### config.mk
export PLATFORM = sky130hd
export DESIGN_NAME = pdsu_ctrl
export DESIGN_NICKNAME = d
export VERILOG_FILES = /design/src/hdl/pdsu_pkg.sv /design/src/hdl/pdsu_ctrl.sv
export SDC_FILE = /design/constraint.sdc
export NUM_CORES = 1
export LEC_CHECK = 0
export BUFFER_PORTS_ARGS = -buffer_cell sky130_fd_sc_hd__buf_2
export CELL_PAD_IN_SITES_DETAIL_PLACEMENT = 1
export CELL_PAD_IN_SITES_GLOBAL_PLACEMENT = 1
export CORE_MARGIN = 5
export CORE_UTILIZATION = 22
export CTS_BUF_LIST = sky130_fd_sc_hd__clkbuf_8
export DETAILED_ROUTE_END_ITERATION = 8
export MAX_ROUTING_LAYER = met4
export PLACE_DENSITY = 0.85
export RECOVER_POWER = 25
export SLEW_MARGIN = 20
export SYNTH_ARGS = -nofsm -noshare
export SYNTH_HDL_FRONTEND = slang
export SYNTH_SLANG_ARGS = --single-unit
### constraint.sdc
create_clock -name clk -period 1.1 [get_ports clk]
set_clock_uncertainty 0.1 [all_clocks]
set_input_delay 0.055 -clock clk [delete_from_list [all_inputs] [get_ports clk]]
set_output_delay 0.055 -clock clk [all_outputs]
set_load 0.005 [all_outputs]
### src/hdl/pdsu_pkg.sv
`default_nettype none
package pdsu_pkg;

	localparam int PASS_IDX_W = 5;
	localparam int RES_IDX_W  = 6;
	localparam int KEY_IN_W   = 16;
	localparam int POS_W      = 5;

	localparam logic [1:0] OP_KEY = 2'd0;
	localparam logic [1:0] OP_USE = 2'd1;
	localparam logic [1:0] OP_RUN = 2'd2;

	localparam logic [1:0] REG_PASS_COUNT    = 2'd0;
	localparam logic [1:0] REG_TEXTURE_COUNT = 2'd1;
	localparam logic [1:0] REG_BUFFER_COUNT  = 2'd2;

	typedef enum logic [2:0] {
		S_IDLE,
		S_USE,
		S_CNT,
		S_SEL,
		S_UPD,
		S_EMIT
	} state_t;

	typedef struct packed {
		logic key_wr;
		logic use_rd;
		logic use_wr;
		logic clr;
		logic run_init;
		logic cnt_step;
		logic sel_clr;
		logic sel_step;
		logic upd;
		logic mark_cyc;
		logic emit_step;
	} ctl_cmd_t;

	typedef struct packed {
		logic use_ok;
		logic n_zero;
		logic idx_last;
		logic found;
		logic sched_full;
		logic emit_last;
	} dp_sts_t;

endpackage
`default_nettype wire

### src/hdl/pdsu_ctrl.sv
`default_nettype none
module pdsu_ctrl (
	input  wire logic                clk,
	input  wire logic                arst_n,
	input  wire logic                in_valid,
	input  wire logic [1:0]          in_op,
	output logic                     in_ready,
	output logic                     out_valid,
	input  wire logic                out_ready,
	input  wire pdsu_pkg::dp_sts_t   sts,
	output pdsu_pkg::ctl_cmd_t       cmd
);

	pdsu_pkg::state_t state_q, state_nx;

	always_ff @(posedge clk or negedge arst_n) begin
		if (!arst_n) begin
			state_q <= pdsu_pkg::S_IDLE;
		end else begin
			state_q <= state_nx;
		end
	end

	always_comb begin
		state_nx = state_q;
		case (state_q)
			pdsu_pkg::S_IDLE: begin
				if (in_valid && in_op == pdsu_pkg::OP_USE && sts.use_ok) begin
					state_nx = pdsu_pkg::S_USE;
				end else if (in_valid && in_op == pdsu_pkg::OP_RUN && !sts.n_zero) begin
					state_nx = pdsu_pkg::S_CNT;
				end
			end
			pdsu_pkg::S_USE: state_nx = pdsu_pkg::S_IDLE;
			pdsu_pkg::S_CNT: begin
				if (sts.idx_last) begin
					state_nx = pdsu_pkg::S_SEL;
				end
			end
			pdsu_pkg::S_SEL: begin
				if (sts.idx_last) begin
					state_nx = pdsu_pkg::S_UPD;
				end
			end
			pdsu_pkg::S_UPD: begin
				if (!sts.found || sts.sched_full) begin
					state_nx = pdsu_pkg::S_EMIT;
				end else begin
					state_nx = pdsu_pkg::S_SEL;
				end
			end
			pdsu_pkg::S_EMIT: begin
				if (out_ready && sts.emit_last) begin
					state_nx = pdsu_pkg::S_IDLE;
				end
			end
			default: state_nx = pdsu_pkg::S_IDLE;
		endcase
	end

	always_comb begin
		cmd       = '0;
		in_ready  = 1'b0;
		out_valid = 1'b0;
		case (state_q)
			pdsu_pkg::S_IDLE: begin
				in_ready = 1'b1;
				if (in_valid) begin
					case (in_op)
						pdsu_pkg::OP_KEY: cmd.key_wr = 1'b1;
						pdsu_pkg::OP_USE: cmd.use_rd = sts.use_ok;
						pdsu_pkg::OP_RUN: begin
							cmd.clr      = sts.n_zero;
							cmd.run_init = !sts.n_zero;
						end
						default: cmd = '0;
					endcase
				end
			end
			pdsu_pkg::S_USE: cmd.use_wr = 1'b1;
			pdsu_pkg::S_CNT: begin
				cmd.cnt_step = 1'b1;
				cmd.sel_clr  = sts.idx_last;
			end
			pdsu_pkg::S_SEL: cmd.sel_step = 1'b1;
			pdsu_pkg::S_UPD: begin
				cmd.mark_cyc = !sts.found;
				cmd.upd      = sts.found;
				cmd.sel_clr  = 1'b1;
			end
			pdsu_pkg::S_EMIT: begin
				out_valid     = 1'b1;
				cmd.emit_step = out_ready;
				cmd.clr       = out_ready && sts.emit_last;
			end
			default: cmd = '0;
		endcase
	end

endmodule
`default_nettype wire

## Word-level counts from Yosys, hierarchy flattened

Index checks and enable logic that the tools add are counted.

| cells by class | value |
|---|---|
| mux-type cells | 22 |
| reduce and logical (&&, ||, !) cells | 11 |
| equal/unequal tests | 11 |

Operators by type and width:

| kind | number |
|---|---|
| $mux 3 | 6 |
| $pmux 3 s5 | 1 |
| $mux 11 | 1 |
| $pmux 1 s2 | 5 |
| $eq 3x2->1 const B | 2 |
| $eq 3x3->1 const B | 2 |
| $ne 2x2->1 const B | 3 |
| $logic_and 1x1->1 | 5 |
| $mux 1 | 5 |
| $mux 2 | 2 |
| $pmux 2 s2 | 1 |
| $reduce_and 4->1 | 1 |
| $eq 3x1->1 const B | 1 |
| $logic_not 3->1 | 1 |
| $ne 3x3->1 const B | 1 |
| $pmux 1 s3 | 1 |
| $eq 2x1->1 const B | 1 |
| $eq 2x2->1 const B | 1 |
| $logic_not 1->1 | 2 |
| $logic_not 2->1 | 1 |
| $logic_or 1x1->1 | 1 |

| storage, ports and cells | value |
|---|---|
| logic and storage cells | 45 |
| register bits after elaboration | 3 |
| input bits | 12 |

## Depth between registers and ports, before layout

Gate-level depths: netlist of run 1.

| depth | value |
|---|---|
| depth after elaboration | 6 |
| depth in mapped cells | 4 |
| mapped depth without buffers | 3 |

## Least setup slack after synthesis of run 1

OpenSTA, ideal clock, no wires.

| timing | value |
|---|---|
| kind | reg2reg |
| start point | reg state_q[0] |
| end point | reg state_q[1] |
| slack | -0.084 ns |
| setup time | 0.076 ns |
| cell stages (with the launch flop) | 3 |
| period minus slack after synthesis | 1.184 ns |
| arrival | 1.007 ns |
| path buffers | 0 |
| path through | dfrtp_1 -> or4b_1 -> o21ai_1 |

| between the ends | value |
|---|---|
| longest elaborated chain between the ends | 3 |
| elaborated cells between the ends (all ways) | 11 |
| classes of those cells | eq/ne (8); mux (1); reduce/logical (2) |

Ends and longest elaborated chain:

| item | line | RTL |
|---|---|---|
| start: declaration | pdsu_ctrl.sv:14 | `pdsu_pkg::state_t state_q, state_nx;` |
| start signal: assignment | pdsu_ctrl.sv:18 | `state_q <= pdsu_pkg::S_IDLE;` |
| start signal: assignment | pdsu_ctrl.sv:20 | `state_q <= state_nx;` |
| $eq 3x3->1, or another cell as far along | pdsu_ctrl.sv:26 | `case (state_q)` |
| $ne 2x2->1 (no source line) or $ne 3x3->1 (tied branches) | n/a |  |
| $reduce_and 4->1 (no source line) | n/a |  |

Parallel ways exist; a longest one is shown, timed or not.
A chain may end at the register's enable or synchronous reset.

==> flow_metrics.tcl, run 1 <==
set metrics [dict create \
    status "complete, but fails checks" \
    violations "setup timing" \
    route.met2.wl_um 859 \
    synth_simple_gate_area_frac 0.4745 \
    drtAntennaViolNets 0 \
    synth_common_cells "nand2_1 (4), nor2_1 (4), a21oi_1 (3), dfrtp_1 (3), nor2b_1 (3)" \
    portBuffers 24 \
    power_switching_mw 0.6635 \
    grt_max_degree 9 \
    antenna_cells 0 \
    clkSlewWorstSetupHoldPaths_ps 30 \
    synth-seq-area-share 0.2353 \
    final_cells 97 \
    hold_start "sts[4]" \
    timing.final.crit_period_ps 1450 \
    yosys.area_share.xor_xnor 0.02745 \
    grt_pass1_vias 501 \
    cts_tree "built" \
    powerDensity_nw_per_um2 2430 \
    cts_buffers 3 \
    finalCritPeriodShare 1.318 \
    drt-met1-wl_um 635 \
    routabilityCongestion 0.7257 \
    critical_path_class "reg -> out" \
    yosysTopAreaCell "dfrtp_1" \
    synth_edf_count 0 \
    rrSetupSlack_ps -290 \
    ios 25 \
    drc_errors 0 \
    synth-seq-cells 3 \
    hold_class "in -> reg" \
    whs_path_depth 3 \
    start_util 0.2392 \
    largest_reg_flops 3 \
    rsz0062_at_grt "true" \
    firstDrtPassIters 2 \
    synth_top_family_by_area "simple AND/OR/NAND/NOR gates" \
    swShare 0.3769 \
    worstPathRequired_ps 940 \
    cts-root-buf "clkbuf_8" \
    power_frac_comb 0.665 \
    maxSlewViolCount 0 \
    synth_top_area_frac 0.2353 \
    wl_met3_um 86 \
    avgRoutedWirePerCell_um 16.44 \
    max_slew_margin 0.8469 \
    cp-end-kind "output pin" \
    drv_cap 0 \
    drive_above_1_share 0.6951 \
    highest_layer "met4" \
    coreArea_sq_um 1334 \
    cts_buffer_depth 2 \
    syn_area_sq_um 319.1 \
    worstMarginPinSlew_ps 227.5 \
    dp_hpwl_um 978 \
    via_per_inst 4.990 \
    hold_path_end "state_q[1]" \
    grt_overflow_total 0 \
    num_rows 13 \
    ys_types 26 \
    synth_flop_cell "dfrtp_1" \
    dp_cells 84 \
    rr_worst_depth 3 \
    worstReg2RegStart "state_q[0]" \
    area_delta_synth_final_pct 127.1 \
    leakagePower_nw 0.3501 \
    top_register "state_q" \
    pwr-share-clk 0.177 \
    cts_sinks 3 \
    synth_compound_area_frac 0.1765 \
    synth.avg_cell_area_sq_um 7.420 \
    grt_pass1_wl_um 2139 \
    cp.arrival_ps 1290 \
    dieArea_sq_um 2312 \
    crit_path_max_fanout 7 \
    die_x_um 48.08 \
    place_ws_ps -226.3 \
    syn_nets 55 \
    ys_async_sr_fraction 1.000 \
    die_y_um 48.08 \
    drt_wl_total_um 1595 \
    clock_latency_ps 220 \
    synth_area_leaders "dfrtp_1 (24%), nor2b_1 (5.9%), a21oi_1 (4.7%), nand2_1 (4.7%), nor2_1 (4.7%)" \
    yosysWarningCount 0 \
    synthAdderAreaFrac 0 \
    synthCells 43 \
    finalSetupViolations 16 \
    vias 484 \
    p_int_mw 1.097 \
    fin_nets 95 \
    antenna_found_initial 0 \
    setup_ws_ps -349.6 \
    reg2reg_to "state_q[1]" \
    synthMuxAreaShare 0 \
    max-vdd-ir-drop_uv 1100 \
    htree_levels 1 \
    p_seq_frac 0.157 \
    reg.largest.list "state_q (3)" \
    grt_usage 0.1386 \
    startpoint_type "flip-flop" \
    drtIter0Drc 2 \
    max_clock_freq_mhz 689.8 \
    finalHoldViolations 0 \
]
==> power groups by stage <==
stage	logic [mW]	clock network [mW]	registers, mW
after CTS	0.986	0.317	0.259
after floorplan	0.398	0	0.185
after detailed placement	0.670	0	0.248
after global placement	0.642	0	0.238
final	1.17	0.312	0.277
after global routing	1.26	0.331	0.284
==> cells in the final DEF, fill, tap and decap left out, types with 2 or more instances in the layout <==
cell / instances
a21oi_1: 2
and2_4: 2
buf_2: 19
buf_4: 6
buf_6: 9
clkbuf_8: 3
dfrtp_2: 3
nand2_1: 2
nand2b_1: 2
nor2_1: 3
nor2b_4: 2
o21ai_1: 3
==> metrics by stage <==
stage	util	TNS (ps)	power, mW	hold slack, ps	cell area, sq um
global route	0.5432	-4882	1.879	78.71	724.4
floorplan	-	-234.3	0.5832	-340.6	319.1
global placement	0.3630	-952.0	0.8799	-248.2	484.2
finish	0.5432	-4118	1.760	47.70	724.4
detailed placement	0.3630	-1424	0.9177	-247.9	484.2
CTS	0.4981	-3862	1.562	36.84	664.4
==> layout make-up <==
class	count	area (sq um)
inverters	1	3.754
well taps	15	18.77
flip-flops and latches	3	78.83
repair buffers	38	290.3
clock inverters	1	3.754
fillers	170	609.3
clock buffers	3	41.29
multi-input cells	36	287.8
==> logic make-up (layout without fill, tap and decap cells) <==
kind of cell	count (synthesis)	after routing
AND/OR/NAND/NOR	26	26
AO/OA/AOI/OAI	9	9
buffers and inverters	4	43
flip-flops	3	3
XOR/XNOR	1	1
==> critical path, cell delays in order (launching register included) <==
cell	delay (ps)
dfrtp_2	430
buf_12	150
and3b_2	210
nand3_1	90
o21ai_1	70
buf_2	120
==> repair_timing <==
action                                 CTS  global route
setup endpoints to repair               16            16
hold buffers                             1             0
buffers inserted                         7             2
resized for setup                       21            13
endpoints found under the hold margin    3             0
pin swaps                               10             5
cloned                                   0             0
==> worst max-delay path by stage <==
| stage | start | to | slack, ps | depth (start not counted) |
|---|---|---|---|---|
| 2_1_floorplan | state_q[0] | state_q[1] | -80 | 2 |
| 3_3_place_gp | state_q[1] | cmd[7] | -170 | 4 |
| 3_5_place_dp | state_q[1] | cmd[7] | -230 | 4 |
| 4_1_cts | state_q[0] | cmd[7] | -340 | 4 |
| 5_1_grt | state_q[1] | cmd[7] | -400 | 4 |
| 6_report | state_q[0] | cmd[7] | -350 | 5 |
==> routing by layer <==
metal	track usage	vias up
li1	-	234
met1	0.1678	229
met2	0.2269	19
met3	0.01504	2
met4	0.06452	0
met5	-	-
Note: power is estimated with default switching activity, not from simulation.
==> inputs of run 2 (changes only) <==
--- a/config.mk
+++ b/config.mk
@@ -8,12 +8,12 @@
 export BUFFER_PORTS_ARGS = -buffer_cell sky130_fd_sc_hd__buf_2
 export CELL_PAD_IN_SITES_DETAIL_PLACEMENT = 1
 export CELL_PAD_IN_SITES_GLOBAL_PLACEMENT = 1
-export CORE_MARGIN = 5
-export CORE_UTILIZATION = 22
+export CORE_AREA = 5 5 42 44
 export CTS_BUF_LIST = sky130_fd_sc_hd__clkbuf_8
 export DETAILED_ROUTE_END_ITERATION = 8
+export DIE_AREA = 0 0 47 49
 export MAX_ROUTING_LAYER = met4
-export PLACE_DENSITY = 0.85
+export PLACE_DENSITY = 0.87
 export RECOVER_POWER = 25
 export SLEW_MARGIN = 20
 export SYNTH_ARGS = -nofsm -noshare
==> constraint.sdc (replaced) <==
create_clock -name clk -period 1.34 [get_ports clk]
set_clock_uncertainty 0.1 [all_clocks]
set_input_delay 0.067 -clock clk [delete_from_list [all_inputs] [get_ports clk]]
set_output_delay 0.067 -clock clk [all_outputs]
set_load 0.005 [all_outputs]
==> flow_metrics.tcl, run 2 (synthesis results as in run 1) <==
set metrics [dict create \
    die_y_um 49 \
    htree_levels 1 \
    coreArea_sq_um 1401 \
    grt_max_degree 8 \
    start_util 0.2277 \
    ios 25 \
    dp_hpwl_um 985.3 \
    finalCritPeriodShare 1.111 \
    drv_cap 0 \
    drive_above_1_share 0.6296 \
    grt_pass1_vias 544 \
    fin_util 0.4696 \
    endpoint "cmd[7]" \
    power_mw 1.364 \
    drtIter0Drc 2 \
    slowest_stage "dfrtp_2" \
    violations "setup timing" \
    pwr-share-clk 0.189 \
    worst_path_largest_cell_delay_ps 450 \
    via_per_inst 5.072 \
    swShare 0.3796 \
    cts-root-buf "clkbuf_8" \
    p_int_mw 0.8460 \
    dieArea_sq_um 2303 \
    crit_path_max_fanout 7 \
    portBuffers 24 \
    top_register "state_q" \
    critical_path_class "reg -> out" \
    place_area_sq_um 457.9 \
    drtAntennaViolNets 0 \
    fillerInstances 185 \
    crit_family "flip-flops" \
    path_cells "nor3_2, nand3b_1, o21ai_1, buf_2" \
    largest_reg_flops 3 \
    power_frac_comb 0.650 \
    reg2reg_to "state_q[0]" \
    place_ws_ps 3.057 \
    startpoint "state_q[1]" \
    powerDensity_nw_per_um2 2072 \
    fin_nets 94 \
    startpoint_type "flip-flop" \
    cts_sinks 3 \
    maxSlewViolCount 0 \
    hold_class "in -> reg" \
    rr_worst_depth 5 \
    dp_cells 83 \
    max_clock_freq_mhz 671.9 \
    area_delta_synth_final_pct 106.3 \
    drt_wl_total_um 1571 \
    cp.buffers_inverters 1 \
    vias 492 \
    cp-end-kind "output pin" \
    rrSetupSlack_ps 40 \
    final_cell_area_sq_um 658.1 \
    die_x_um 47 \
    cts_tree "built" \
    finalHoldViolations 0 \
    rsz0062_at_grt "true" \
    grt_usage 0.1440 \
    clock_latency_ps 220 \
    avgRoutedWirePerCell_um 16.20 \
    routabilityCongestion 0.8146 \
    power_switching_mw 0.5177 \
    drc_errors 0 \
    reg.largest.list "state_q (3)" \
    cts_buffer_depth 2 \
    antenna_cells 0 \
    cp.arrival_ps 1320 \
    setup_ws_ps -148.3 \
    layout_common_cells "buf_2 (21), buf_6 (7), buf_4 (7)" \
    num_rows 14 \
    whs_ps 53.55 \
    firstDrtPassIters 4 \
    grt_pass1_wl_um 2359 \
    cts_buffers 3 \
    grt_overflow_total 0 \
    antenna_found_initial 0 \
    timing.final.crit_period_ps 1488 \
    crit_cells 4 \
    final_cells 97 \
    clkSlewWorstSetupHoldPaths_ps 30 \
    max-vdd-ir-drop_uv 792.9 \
    fin_setup_tns_ps -752.1 \
    leakagePower_nw 0.3346 \
    max_slew_margin 0.8303 \
    status "complete, but fails checks" \
    worstPathRequired_ps 1170 \
    p_seq_frac 0.161 \
    worstMarginPinSlew_ps 253.8 \
    finalSetupViolations 12 \
    worstReg2RegStart "state_q[0]" \
    final_common_cell "buf_2" \
]
==> run 2: worst reg2reg max path: stages (launching register included) <==
cell,delay [ps]
dfrtp_2,450
buf_6,160
buf_6,120
xnor2_2,120
o21ai_1,130
o31a_1,160
==> run 2: how the worst min path moves through the flow <==
| stage | cells after the start | startpoint | to | slack, ps |
|---|---|---|---|---|
| floorplan | 0 | arst_n | state_q[0] | -330 |
| global placement | 1 | arst_n | state_q[0] | -240 |
| detailed placement | 1 | arst_n | state_q[1] | -240 |
| CTS | 3 | in_op[0] | state_q[1] | 50 |
| global route | 3 | in_op[0] | state_q[1] | 80 |
| finish | 3 | in_op[0] | state_q[1] | 50 |
==> run 2: power by group through the flow <==
stage / Combinational (mW) / Sequential (mW) / Clock, mW
after floorplan: 0.327 / 0.151 / 0
after detailed placement: 0.496 / 0.204 / 0
after global routing: 0.960 / 0.226 / 0.276
after global placement: 0.473 / 0.193 / 0
after CTS: 0.659 / 0.207 / 0.262
final: 0.887 / 0.220 / 0.257
==> run 2: layer usage <==
metal / global-route usage / wire length (um) / share of wire
met5: - / 0 / 0
met1: 0.1593 / 622 / 0.40
met4: 0.07373 / 27 / 0.017
met3: 0.02952 / 75 / 0.048
met2: 0.2330 / 845 / 0.54
==> run 2: cell type report <==
type	instances	area, sq um	share of cell area
inverter	1	3.754	0.005703
clock inverter	1	3.754	0.005703
timing repair buffer	37	250.2	0.3802
tap	16	20.02	0.03042
clock buffer	3	41.29	0.06274
sequential	3	78.83	0.1198
multi-input combinational	36	260.3	0.3954
==> run 2: what timing repair did <==
action                     CTS  global route
pin swaps                    5             7
resized for setup            9            13
setup endpoints to repair   11            14
setup buffers                6             4
hold buffers                 1             0
hold endpoints to repair     3             0
==> inputs of run 3 (changes only) <==
--- a/config.mk
+++ b/config.mk
@@ -6,14 +6,14 @@
 export NUM_CORES = 1
 export LEC_CHECK = 0
 export BUFFER_PORTS_ARGS = -buffer_cell sky130_fd_sc_hd__buf_2
-export CELL_PAD_IN_SITES_DETAIL_PLACEMENT = 1
-export CELL_PAD_IN_SITES_GLOBAL_PLACEMENT = 1
-export CORE_AREA = 5 5 42 44
+export CELL_PAD_IN_SITES_DETAIL_PLACEMENT = 0
+export CELL_PAD_IN_SITES_GLOBAL_PLACEMENT = 2
+export CORE_MARGIN = 5
+export CORE_UTILIZATION = 18
 export CTS_BUF_LIST = sky130_fd_sc_hd__clkbuf_8
 export DETAILED_ROUTE_END_ITERATION = 8
-export DIE_AREA = 0 0 47 49
 export MAX_ROUTING_LAYER = met4
-export PLACE_DENSITY = 0.87
+export PLACE_DENSITY = 0.88
 export RECOVER_POWER = 25
 export SLEW_MARGIN = 20
 export SYNTH_ARGS = -nofsm -noshare
==> flow_metrics.tcl, run 3 (synthesis results as in run 1) <==
set metrics [dict create \
    status "complete, but fails checks" \
    violations "setup timing" \
    startpoint_type "flip-flop" \
    finalHoldViolations 0 \
    finalSetupViolations 8 \
    setup_ws_ps -82.47 \
    crit_path_max_fanout 7 \
    drv_cap 0 \
    via_per_inst 4.210 \
    hold_start "in_op[0]" \
    max-vdd-ir-drop_uv 625.7 \
    drive_above_1_share 0.5600 \
    powerDensity_nw_per_um2 1839 \
    timing.final.crit_period_ps 1422 \
    rrSetupSlack_ps 70 \
    clkSlewWorstSetupHoldPaths_ps 30 \
    power_mw 1.127 \
    die_x_um 52.10 \
    cts_buffer_depth 2 \
    grt_max_degree 10 \
    worstMarginPinSlew_ps 238.6 \
    rsz0062_at_grt "true" \
    cts_buffers 3 \
    worst_path_largest_cell_delay_ps 450 \
    finalCritPeriodShare 1.062 \
    whs_path_depth 3 \
    whs_ps 35.02 \
    worstReg2RegStart "state_q[0]" \
    num_rows 15 \
    grt_usage 0.08863 \
    top_register "state_q" \
    coreArea_sq_um 1708 \
    dieArea_sq_um 2714 \
    cp.arrival_ps 1260 \
    portBuffers 24 \
    max_slew_margin 0.8404 \
    crit_family "flip-flops" \
    drc_errors 0 \
    dp_cells 93 \
    place_ws_ps 38.33 \
    die_y_um 52.10 \
    max_clock_freq_mhz 703.0 \
    avgRoutedWirePerCell_um 11.20 \
    grt_pass1_wl_um 1773 \
    grt_pass1_vias 456 \
    firstDrtPassIters 2 \
    grt_overflow_total 0 \
    final_cells 100 \
    cp-end-kind "output pin" \
    vias 421 \
    drt_wl_total_um 1120 \
    dp_hpwl_um 855.1 \
    rr_worst_depth 2 \
    area_delta_synth_final_pct 92.16 \
    maxSlewViolCount 0 \
    final_common_cell "buf_2" \
    hold_class "in -> reg" \
    fillerInstances 192 \
    ios 25 \
    cp.buffers_inverters 1 \
    slowest_stage "dfrtp_2" \
    largest_reg_flops 3 \
    drtAntennaViolNets 0 \
    hold_path_end "state_q[1]" \
    fin_nets 88 \
    antenna_cells 0 \
    final_cell_area_sq_um 613.1 \
    worstPathRequired_ps 1170 \
    antenna_found_initial 0 \
    cts_tree "built" \
    cts_sinks 3 \
    start_util 0.1868 \
    htree_levels 1 \
    cts-root-buf "clkbuf_8" \
    clock_latency_ps 210 \
    path_cells "nor3_4, nand3b_1, o21ai_1, buf_2" \
    critical_path_class "reg -> out" \
    place_area_sq_um 476.7 \
    leakagePower_nw 0.2959 \
    fin_setup_tns_ps -412.0 \
    layout_common_cells "buf_2 (21), buf_4 (5), nand2_1 (4), nor2_1 (4)" \
    regArea_sq_um 78.83 \
    multi_input_area_sq_um 264.0 \
    reg.largest.list "state_q (3)" \
    drtIter0Drc 1 \
    routabilityCongestion 0.6710 \
    reg2reg_to "state_q[1]" \
    fin_util 0.3590 \
]
-- run 3: tightest hold or removal path, cell delays in order --
cell and delay [ps]:
buf_2 90, or4b_1 100, o21ai_1 50
-- run 3: cell type report --
| class | count | area share |
|---|---|---|
| multi-input combinational | 36 | 0.4306 |
| timing repair buffer | 31 | 0.3102 |
| sequential | 3 | 0.1286 |
| clock buffer | 3 | 0.06735 |
| tap | 25 | 0.05102 |
| clock inverter | 1 | 0.006122 |
| inverter | 1 | 0.006122 |
-- run 3: worst max-delay path by stage --
stage | startpoint | endpoint | slack [ps] | depth (start not counted)
6_report | state_q[2] | cmd[7] | -80 | 4
2_1_floorplan | state_q[2] | cmd[7] | 150 | 4
5_1_grt | state_q[2] | cmd[7] | -200 | 4
3_3_place_gp | state_q[1] | cmd[7] | 50 | 4
4_1_cts | state_q[2] | cmd[7] | -90 | 4
3_5_place_dp | state_q[1] | cmd[7] | 40 | 4
-- run 3: timing repair --
action	CTS	global route
buffers inserted	3	0
hold endpoints to repair	3	0
gates resized for setup	10	5
pin swaps	6	3
setup endpoints to repair	10	12
hold buffers	1	0
-- run 3: layer usage --
metal	wire length [um]	GRT usage	up-vias	part of all wire
li1	-	-	220	-
met1	484	0.1103	189	0.43
met2	585	0.1360	12	0.52
met3	50	0.002865	0	0.045
met4	0	0.06550	0	0
met5	0	-	-	0
-- run 3: report_power, final --
part	internal, mW	total (mW)	switching (mW)
registers	0.136	0.224	0.0882
clock network	0.195	0.252	0.0569
logic	0.368	0.651	0.283
